==> config.mk <==
export PLATFORM = sky130hd
export DESIGN_NAME = lprt_cell
export DESIGN_NICKNAME = d
export VERILOG_FILES = /design/src/hdl/lprt_pkg.sv /design/src/hdl/lprt_cell.sv
export SDC_FILE = /design/constraint.sdc
export NUM_CORES = 1
export LEC_CHECK = 0
export BUFFER_PORTS_ARGS = -buffer_cell sky130_fd_sc_hd__buf_2
export CAP_MARGIN = 0
export CORE_AREA = 2 2 170 172
export DETAILED_ROUTE_END_ITERATION = 10
export DIE_AREA = 0 0 172 174
export GPL_ROUTABILITY_DRIVEN = 0
export PLACE_DENSITY_LB_ADDON = 0.08
export SLEW_MARGIN = 20
export SYNTH_ARGS = -nofsm -noshare
export SYNTH_HDL_FRONTEND = slang
export SYNTH_SLANG_ARGS = --single-unit
==> constraint.sdc <==
create_clock -name clk -period 11.6 [get_ports clk]
set_input_delay 1.16 -clock clk [delete_from_list [all_inputs] [get_ports clk]]
set_output_delay 1.16 -clock clk [all_outputs]
set_load 0.03 [all_outputs]
==> src/hdl/lprt_pkg.sv <==
package lprt_pkg;

	// Command codes of an input item.
	localparam logic CMD_ADD    = 1'b0;
	localparam logic CMD_LOOKUP = 1'b1;

	// Result status codes.
	localparam logic [1:0] ST_OK   = 2'd0;
	localparam logic [1:0] ST_MISS = 2'd1;
	localparam logic [1:0] ST_FULL = 2'd2;

	// Longest meaningful prefix length; larger lengths saturate to it.
	localparam logic [5:0] MAX_LEN = 6'd32;

	// One stored route.
	typedef struct packed {
		logic [31:0] prefix;
		logic [5:0]  length;
		logic [47:0] mac;
		logic [7:0]  port;
	} entry_t;

	// Broadcast from the controller to every cell.
	typedef struct packed {
		logic        ins;
		logic [31:0] addr;
		entry_t      entry;
	} cmd_t;

	// Lookup token handed from cell to cell.
	typedef struct packed {
		logic        active;
		logic        hit;
		logic [47:0] mac;
		logic [7:0]  port;
	} token_t;

	// Prefix mask for a length of 0 to 32; a length of 0 gives an all-zero mask.
	function automatic logic [31:0] len_mask(input logic [5:0] len);
		len_mask = ~(32'hFFFF_FFFF >> len);
	endfunction

endpackage

==> src/hdl/lprt_cell.sv <==
module lprt_cell #(
	parameter int IDX   = 0,
	parameter int CNT_W = 7
) (
	input  logic                 clk,
	input  logic                 arst_n,
	input  lprt_pkg::cmd_t       cmd,
	input  logic [CNT_W-1:0]     count,
	input  lprt_pkg::entry_t     prev_entry,
	input  logic                 prev_take,
	output lprt_pkg::entry_t     entry,
	output logic                 take,
	input  lprt_pkg::token_t     tok_in,
	output lprt_pkg::token_t     tok_out
);
	import lprt_pkg::*;

	entry_t entry_q;
	token_t tok_q;
	logic   occupied;
	logic   hit;

	// The cell holds a route when its place lies below the fill count.
	assign occupied = CNT_W'(IDX) < count;

	// A new route belongs at or before this place when the place is empty or
	// holds a shorter prefix. Along the row this flag only ever turns on once.
	assign take = !occupied || (entry_q.length < cmd.entry.length);

	// Masked compare of the lookup address against the stored prefix.
	assign hit = occupied && ((cmd.addr & len_mask(entry_q.length)) == entry_q.prefix);

	// Insertion: the first taking cell loads the new route, the ones after it
	// take over their left neighbour's route, which shifts the tail by one.
	always_ff @(posedge clk) begin
		if (cmd.ins && take) begin
			entry_q <= prev_take ? prev_entry : cmd.entry;
		end
	end

	// Lookup token stage: the first matching cell claims the token.
	always_ff @(posedge clk or negedge arst_n) begin
		if (!arst_n) begin
			tok_q <= '0;
		end else if (tok_in.active && !tok_in.hit && hit) begin
			tok_q <= '{active: 1'b1, hit: 1'b1, mac: entry_q.mac, port: entry_q.port};
		end else begin
			tok_q <= tok_in;
		end
	end

	assign entry   = entry_q;
	assign tok_out = tok_q;

endmodule

==> results.yml <==
clock_network:
  cts_max_path_buffers: 2
  cts.reportedPaths.clkPinSlew_ns: 0.08
  cts_num_sinks: 152
  cts-htree-levels: 4
  cts_made_buffers: 17
  post-cts-setup-buffers: 0
  postCtsResizedCells: 0
  cts.hold.buffers_added: 0
  clk_latency_ns: 0.42
  clock-root-buffer: "sky130_fd_sc_hd__clkbuf_16"
  cts_tree: "yes"
critical_path:
  crit_fanout: 70
  required_ns: 11.63
  signal_arrival_time_at_the_worst_endpoint_ns: 4.30
  critPathCaptureType: "flop"
  startpoint_type: "flop"
  critPathKind: "flop to flop"
power_and_ir_drop:
  powerDensity_mw_per_mm2: 142.7
  ir_worst_vdd_v: 0.00006348
  report.power.total_uw: 1486
  p_leak_uw: 0.004693
synthesis:
  synth_area_leaders: "sky130_fd_sc_hd__edfxtp_1 (39%), sky130_fd_sc_hd__dfrtp_1 (20%), sky130_fd_sc_hd__mux2_2 (17%), sky130_fd_sc_hd__mux2_1 (5.1%), sky130_fd_sc_hd__o21ai_0 (1.7%)"
  synth_cells: 513
  synth_common_cells: "sky130_fd_sc_hd__mux2_2 (112), sky130_fd_sc_hd__edfxtp_1 (94), sky130_fd_sc_hd__dfrtp_1 (58), sky130_fd_sc_hd__mux2_1 (33)"
  async_flop_share_pct: 38.16
  post-synth-top-count-cell: "sky130_fd_sc_hd__mux2_2"
  synth_top_cell_by_area: "sky130_fd_sc_hd__edfxtp_1"
  ys.warnings.count: 0
  synth-edff-count: 94
  synth_nets: 807
  ys_seq_elements: 152
  synth.yosys.seq_area_share_pct: 59.18
  syn_area_mm2: 0.007222
  synth_top_area_share_pct: 39.09
  synth.avg_cell_area_um2: 14.08
  post_synth_num_cell_types: 55
  synth-main-ff-cell: "sky130_fd_sc_hd__edfxtp_1"
sta:
  max_freq_mhz: 234.5
  unrepaired_setup_endpoints_after_global_routing: "no"
  post-route-min-period_ns: 4.265
  hold_slack_ns: 0.4881
  setup_viol: 0
  final_min_period_over_clock_period_pct: 36.77
  clock_skew_ns: 0.01447
  worst_slew_margin_rel_pct: 31.59
  slew_viol_final: 0
  max_slew.worst_pin.slew_ns: 1.026
  sum_neg_setup_slack_ns: 0
  report.final.hold_viol_count: 0
floorplanning:
  num_rows: 62
  core_area_mm2: 0.02824
  die_h_um: 174
  io_pins: 442
  die_area_mm2: 0.02993
  dieWidth_um: 172
  starting_density_of_the_core_pct: 25.58
routing:
  drcViolationCount: 0
  drt_pre_antenna_iters: 4
  detailedRoute.firstIterationViolations: 314
  detail-route-antenna-nets: 0
  dr_total_vias: 5836
  vias_per_cell: 4.336
  detail_route.wirelength_um: 26220
  routed_wire_length_per_instance_um: 19.48
worst_hold_path:
  min_path_type: "flop to flop"
final_layout:
  multiInputGateArea_mm2: 0.002760
  area_growth_syn_to_layout_pct: 44.21
  final_nets: 1242
  area.sequential_mm2: 0.004274
  layout.cell_area.non_filler_mm2: 0.01042
  num-fill-cells: 2920
  layout-drive-gt1-share_pct: 62.12
place:
  dp_hpwl_um: 20150
  placement.cell_area_mm2: 0.009833
  buffer_ports.inserted: 441
grt:
  grt_pass1_wl_um: 37580
  global_route.overflow_total: 0
  first_global_vias: 6069
  grt.total_usage_pct: 17.22
  antenna_violations_before_repair: 1
  grt_start_max_net_pins: 71
run_status:
  status: "finished clean"
job:
  cap_viol_max_count: 0
## power breakdown
part / switching, uW / internal [uW] / total (uW) / leakage, uW
Clock: 265 / 289 / 554 / 0.000279
Combinational: 172 / 109 / 282 / 0.00285
Sequential: 26.3 / 625 / 651 / 0.00157
## placed cells by master (no fill, tap or decap), drive strengths merged, types with 3 or more instances in the layout
cell type,count
a2111oi,5
a21oi,9
a21o,8
nor2,6
o22ai,4
and3,3
clkinv,3
o211a,3
edfxtp,94
ha,5
o21a,3
xnor2,12
o21ai,29
buf,448
clkbuf,18
dfrtp,58
nor2b,8
nand4,4
mux2,145
nand2,20
nor4,4
inv,24
xor2,3
or4,3
nand3,8
## final timing paths
kind / start / endpoint / depth (start not counted) / slack [ns]
worst min-delay path: entry[29] / tok_out[29] / 1 / 0.49
worst min register to register: entry[29] / tok_out[29] / 1 / 0.49
min in group asynchronous: arst_n / tok_out[44] / 2 / 0.91
worst max-delay path: entry[57] / entry[92] / 8 / 7.33
max in group asynchronous: arst_n / tok_out[24] / 2 / 10.14
worst max register to register: entry[57] / entry[92] / 8 / 7.33
## per-layer routing
layer / global-route usage (%) / part of all wire [%] / vias up
met5: 0 / 0 / -
met4: 4.342 / 1.5 / 0
met3: 4.759 / 7.7 / 20
met2: 31.46 / 52 / 266
met1: 19.65 / 39 / 2744
li1: - / - / 2806
## through the flow
| step | utilization [%] | setup WS, ns | cells |
|---|---|---|---|
| 6_report | 36.88 | 7.335 | 1346 |
| 5_1_grt | 36.88 | 7.041 | 1346 |
| 4_1_cts | 36.88 | 7.293 | 1345 |
| 3_5_place_dp | 34.82 | 7.071 | 1313 |
| 3_3_place_gp | 34.82 | 7.104 | 1313 |
| 2_1_floorplan | - | 1.816 | 513 |
## critical path, stage by stage (launching register included)
cell and delay [ns]:
sky130_fd_sc_hd__edfxtp_1 0.97, sky130_fd_sc_hd__ha_1 0.38, sky130_fd_sc_hd__a21o_1 0.15, sky130_fd_sc_hd__a21o_1 0.16, sky130_fd_sc_hd__a21o_1 0.17, sky130_fd_sc_hd__a21o_1 0.17, sky130_fd_sc_hd__a21o_1 0.21, sky130_fd_sc_hd__a21boi_4 0.69
sky130_fd_sc_hd__buf_4 0.85
## state kept, by name, indices dropped and copies added, names as in the netlist
register and cells:
entry 94, tok_out 58
## final cells by class
cell class              count  share of cell area [%]
diodes                      1                 0.02403
clock buffers              18                   4.121
clock inverters            14                   1.442
inverters                  15                  0.5406
multi-input cells         314                   26.50
flip-flops and latches    152                   41.04
well taps                 384                   4.613
repair buffers            448                   21.72
## kinds of logic after synthesis
| logic type | count (synthesis) | synth area share (%) |
|---|---|---|
| adders and majority gates | 5 | 0.8663 |
| AOI/OAI and AO/OA | 78 | 7.207 |
| and+or+nand+nor | 71 | 5.440 |
| DFF | 152 | 59.18 |
| xor gates and xnor gates | 15 | 1.819 |
| muxes | 145 | 22.61 |
| buffers and inverters | 47 | 2.876 |
Power figures use the tool's default switching activity.
