--- src/hdl/lprt_pkg.sv ---
package lprt_pkg;

	// Command codes of an input item.
	localparam logic CMD_ADD    = 1'b0;
	localparam logic CMD_LOOKUP = 1'b1;

	// Result status codes.
	localparam logic [1:0] ST_OK   = 2'd0;
	localparam logic [1:0] ST_MISS = 2'd1;
	localparam logic [1:0] ST_FULL = 2'd2;

	// Longest meaningful prefix length; larger lengths saturate to it.
	localparam logic [5:0] MAX_LEN = 6'd32;

	// One stored route.
	typedef struct packed {
		logic [31:0] prefix;
		logic [5:0]  length;
		logic [47:0] mac;
		logic [7:0]  port;
	} entry_t;

	// Broadcast from the controller to every cell.
	typedef struct packed {
		logic        ins;
		logic [31:0] addr;
		entry_t      entry;
	} cmd_t;

	// Lookup token handed from cell to cell.
	typedef struct packed {
		logic        active;
		logic        hit;
		logic [47:0] mac;
		logic [7:0]  port;
	} token_t;

	// Prefix mask for a length of 0 to 32; a length of 0 gives an all-zero mask.
	function automatic logic [31:0] len_mask(input logic [5:0] len);
		len_mask = ~(32'hFFFF_FFFF >> len);
	endfunction

endpackage

--- src/hdl/lprt_ctrl.sv ---
module lprt_ctrl #(
	parameter int DEPTH = 64,
	parameter int CNT_W = 7
) (
	input  logic                 clk,
	input  logic                 arst_n,
	input  logic                 in_valid,
	output logic                 in_ready,
	input  logic                 command,
	input  logic [31:0]          ip_address,
	input  logic [5:0]           prefix_length,
	input  logic [47:0]          hop_mac,
	input  logic [7:0]           hop_port,
	output logic                 out_valid,
	input  logic                 out_ready,
	output logic [1:0]           status,
	output logic [47:0]          found_mac,
	output logic [7:0]           found_port,
	output lprt_pkg::cmd_t       cmd,
	output logic [CNT_W-1:0]     count,
	output lprt_pkg::token_t     tok_start,
	input  lprt_pkg::token_t     tok_end
);
	import lprt_pkg::*;

	typedef enum logic [3:0] {
		S_IDLE = 4'b0001,
		S_EXEC = 4'b0010,
		S_LOOK = 4'b0100,
		S_DONE = 4'b1000
	} state_t;

	state_t           state_q;
	logic             cmd_q;
	logic [31:0]      addr_q;
	logic [5:0]       len_q;
	logic [47:0]      mac_q;
	logic [7:0]       port_q;
	logic [CNT_W-1:0] cnt_q;
	logic [1:0]       res_status_q;
	logic [47:0]      res_mac_q;
	logic [7:0]       res_port_q;
	logic             out_valid_q;
	logic [1:0]       status_q;
	logic [47:0]      found_mac_q;
	logic [7:0]       found_port_q;
	logic             full;
	logic             in_fire;
	logic             out_load;

	assign full     = cnt_q == CNT_W'(DEPTH);
	assign in_ready = state_q == S_IDLE;
	assign in_fire  = in_valid && in_ready;
	assign out_load = (state_q == S_DONE) && (!out_valid_q || out_ready);

	// Broadcast to the cells: insertion strobe, lookup address and new route.
	assign cmd.ins   = (state_q == S_EXEC) && (cmd_q == CMD_ADD) && !full;
	assign cmd.addr  = addr_q;
	assign cmd.entry = '{prefix: addr_q, length: len_q, mac: mac_q, port: port_q};
	assign count     = cnt_q;

	// A lookup enters the chain as a fresh token at the first cell.
	assign tok_start = '{active: (state_q == S_EXEC) && (cmd_q == CMD_LOOKUP),
		hit: 1'b0, mac: '0, port: '0};

	// Capture of the accepted item; over-long prefix lengths saturate.
	always_ff @(posedge clk) begin
		if (in_fire) begin
			cmd_q  <= command;
			addr_q <= ip_address;
			len_q  <= (prefix_length > MAX_LEN) ? MAX_LEN : prefix_length;
			mac_q  <= hop_mac;
			port_q <= hop_port;
		end
	end

	// Sequencer and fill count.
	always_ff @(posedge clk or negedge arst_n) begin
		if (!arst_n) begin
			state_q <= S_IDLE;
			cnt_q   <= '0;
		end else begin
			unique case (state_q)
				S_IDLE: begin
					if (in_fire) begin
						state_q <= S_EXEC;
					end
				end
				S_EXEC: begin
					if (cmd_q == CMD_ADD) begin
						if (!full) begin
							cnt_q <= cnt_q + CNT_W'(1);
						end
						state_q <= S_DONE;
					end else begin
						state_q <= S_LOOK;
					end
				end
				S_LOOK: begin
					if (tok_end.active) begin
						state_q <= S_DONE;
					end
				end
				S_DONE: begin
					if (out_load) begin
						state_q <= S_IDLE;
					end
				end
				default: begin
					state_q <= S_IDLE;
				end
			endcase
		end
	end

	// Pending result of the current item.
	always_ff @(posedge clk) begin
		if (state_q == S_EXEC && cmd_q == CMD_ADD) begin
			res_status_q <= full ? ST_FULL : ST_OK;
			res_mac_q    <= '0;
			res_port_q   <= '0;
		end else if (state_q == S_LOOK && tok_end.active) begin
			res_status_q <= tok_end.hit ? ST_OK : ST_MISS;
			res_mac_q    <= tok_end.hit ? tok_end.mac : 48'd0;
			res_port_q   <= tok_end.hit ? tok_end.port : 8'd0;
		end
	end

	// Output register, which lets the next item in while a result waits.
	always_ff @(posedge clk or negedge arst_n) begin
		if (!arst_n) begin
			out_valid_q <= 1'b0;
		end else if (out_load) begin
			out_valid_q <= 1'b1;
		end else if (out_ready) begin
			out_valid_q <= 1'b0;
		end
	end

	always_ff @(posedge clk) begin
		if (out_load) begin
			status_q     <= res_status_q;
			found_mac_q  <= res_mac_q;
			found_port_q <= res_port_q;
		end
	end

	assign out_valid  = out_valid_q;
	assign status     = status_q;
	assign found_mac  = found_mac_q;
	assign found_port = found_port_q;

endmodule

--- config.mk ---
export PLATFORM = sky130hd
export DESIGN_NAME = lprt_ctrl
export DESIGN_NICKNAME = d
export VERILOG_FILES = /design/src/hdl/lprt_pkg.sv /design/src/hdl/lprt_ctrl.sv
export SDC_FILE = /design/constraint.sdc
export NUM_CORES = 1
export LEC_CHECK = 0
export BUFFER_PORTS_ARGS = -buffer_cell sky130_fd_sc_hd__buf_4
export CORE_MARGIN = 8
export CORE_UTILIZATION = 32
export CTS_CLUSTER_SIZE = 25
export DETAILED_ROUTE_END_ITERATION = 10
export GPL_ROUTABILITY_DRIVEN = 1
export PLACE_DENSITY = 0.71
export SLEW_MARGIN = 20
export SYNTH_ARGS = -nofsm -noshare
export SYNTH_HDL_FRONTEND = slang
export SYNTH_SLANG_ARGS = --single-unit
--- constraint.sdc ---
create_clock -name clk -period 5.17 [get_ports clk]
set_clock_uncertainty 0.2 [all_clocks]
set_input_delay 0.517 -clock clk [delete_from_list [all_inputs] [get_ports clk]]
set_output_delay 0.517 -clock clk [all_outputs]
set_load 0.02 [all_outputs]
==> results.md <==
* Status: complete, no violations
* Worst Path Arrival at roughly 2.9 ns
* Synth top area share at 60.6%
* Critical Path Fanout Max at 50
* Seq/Total Area, Yosys at between 70% and 80%
* Maximum VDD drop at 223 µV
* Final setup vio count at 0
* Cts hold-fix bufs at 97
* GR Overflow Total at 0
* Drt total wl at between 20 and 25 mm
* Routability cong. at ~0.83
* First-pass GRT wire length at 32.7 mm
* Leading cell type in the layout, fill and taps excluded: buf_4
* # rows at 56
* Multi-input logic area at around 1100 µm²
* Cts repair resizes at 0
* Final worst slack at roughly 2.3 ns
* Chip width at around 170 µm
* Hpwl dp at about 17 mm
* Min cycle time layout at 2.91 ns
* Fmax at 0.343 GHz
* CTS sink count at 223
* Buffers on Ports at 351
* Required time of the critical path at roughly 5.1 ns
* Max transition margin at 42.5%
* Nets at 1029
* Number of max-cap violations at 0
* Clock Path Buffers at 3
* Fillcell total at 1984
* Period utilization at 56.4%
* Hold Path Class: in2reg
* Die Height at approximately 170 µm
* Crit path kind: reg2reg
* Fin Setup TNS at 0 ns
* Vias in the first global route at 5505
* Inserted Clock Buffers at 24
* Area grow syn2layout at 57.1%
* Post-CTS Setup Inserts at 0
* Setup WS pre-CTS at 2.28 ns
* Top_reg_cell synth: edfxtp_1
* DR DRC count at 0
* DRT iter0 DRCs at around 320
* Cell accounting for the most synthesized area: edfxtp_1
* Drt pass-1 iters at 4
* Antenna violations before repair at 4
* Netlist cell types at 34
* Post-Synthesis Cell Area at 7680 µm²
* Reg clk slew, reported paths at 0.06 ns
* #FFs+latches synth at approximately 220
* Share of layout cells above drive strength 1 at 45.6%
* Post-Syn Instances at 439
* Core area at 23500 µm²
* Worst setup SP type: register
* Via density at between 4 and 5
* Antenna Nets Post-Route at 0
* Pin count of the biggest net entering global routing at between 50 and 60
* Total GRT Usage at 14.9%
* Critical Path End Type: register
* P per Cell Area at 449 nW/µm²
* Static leakage at 5.13 nW
* Clk_lat worst skew at ~0.5 ns
* Via count at 5072
* Top area cells in the synthesized netlist: edfxtp_1 61%, dfxtp_1 15%, buf_4 8.8%
* Unrepaired setup endpoints after global routing: false
* WL/cell at 19.7 µm
* Ys Warns at 0
* CTS tree: built
* Initial Util at approximately a third
* Seq. cell area at 6080 µm²
* Most frequent cells in the layout: 355 x buf_4, 155 x edfxtp_1, 97 x dlygate4sd3_1
* Die area at a little under 30000 µm²
* Avg Inst Size Synth at around 17 µm²
* Final Hold Fails at 0
* Measured slew at the worst slew-check pin at about 0.86 ns
* Io pins at 409
* EDFF count, synth at 155
* H-tree depth reported by CTS at 1
* Ys async rst share at 5.38%
* Max-slew violations at 0
* Root Driver: clkbuf_16
[area by class of cell]
cell class / instances / area share, %
well taps: 319 / 3.31
multi-input cells: 164 / 9.03
inverters: 5 / 0.156
clock inverters: 10 / 0.767
flip-flops and latches: 223 / 50.4
clock buffers: 34 / 6.16
repair buffers: 452 / 30.1
diodes: 4 / 0.0830
[per-stage QoR]
step | power, W | hold slack [ns] | utilization [%] | instance area [µm²] | std cells
after detailed placement | 0.00362 | 0.166 | 43.5 | 10200 | 1066
after global routing | 0.00564 | 0.00492 | 51.3 | 12100 | 1211
after CTS | 0.00545 | 0.000608 | 51.2 | 12100 | 1207
after floorplan | 0.00315 | 0.0214 | - | 7890 | 495
final | 0.00542 | 0.0243 | 51.3 | 12100 | 1211
after global placement | 0.00359 | 0.166 | 43.5 | 10200 | 1066
[sequential cells by signal, indices dropped and copies added (netlist names)]
| signal | flops |
|---|---|
| res_status_q | 2 |
| out_valid | 1 |
| found_port | 8 |
| state_q | 4 |
| found_mac | 48 |
| addr_q | 32 |
| cmd_q | 1 |
| mac_q | 48 |
| port_q | 8 |
| res_port_q | 8 |
| len_q | 6 |
| res_mac_q | 48 |
| count | 7 |
| status | 2 |
[power by group]
| part | internal (W) | leakage [nW] | switching [W] |
|---|---|---|---|
| Sequential | 0.00229 | 2.08 | 0.000158 |
| Combinational | 0.000512 | 2.64 | 0.000692 |
| Clock | 0.00106 | 0.416 | 0.000700 |
[kinds of logic (layout without fill, tap and decap cells)]
group,count (synthesis),after routing,synth area share [%]
DFF,223,223,79.1
buffers and inverters,108,501,9.79
AOI/OAI and AO/OA,65,65,7.31
and+or+nand+nor,34,34,2.74
xor gates and xnor gates,6,6,0.684
adders and majority gates,2,2,0.326
other,1,61,0.0488
[synthesized netlist by cell type, types with 2 or more instances]
library cell  number
edfxtp_1         155
clkbuf_1           6
nand2b_1           3
a22o_1            56
dfxtp_1           56
nor2b_1            6
nor2_1             4
and2_1             2
ha_1               2
nor3_1             2
o21ai_1            2
xnor2_1            6
dfrtp_1           11
o21ai_0            4
buf_4             90
inv_1              5
nand2_1            4
nand4_1            3
buf_2              7
[path summary, 6_finish.rpt]
path	start	endpoint	slack (ns)	cells after the start
worst min register to register	res_status_q[0]	status[0]	0.22	0
worst max register to register	state_q[0]	addr_q[21]	2.26	3
max in group asynchronous	arst_n	state_q[0]	4.32	2
min in group asynchronous	arst_n	count[1]	0.22	2
worst min-delay path	tok_end[7]	res_port_q[7]	0.02	2
worst max-delay path	state_q[0]	addr_q[21]	2.26	3
[critical path, stage by stage (launching register included)]
cell     delay (ns)
dfstp_2        0.57
nor4b_1        0.55
and2_4         0.68
buf_4          0.49
[per-layer routing]
layer,GRT usage [%],vias up,routed length (µm)
li1,-,2365,-
met1,14.7,2418,7890
met2,28.5,253,12900
met3,5.25,36,2480
met4,4.73,0,564
met5,0,-,0
Power figures use the tool's default switching activity.
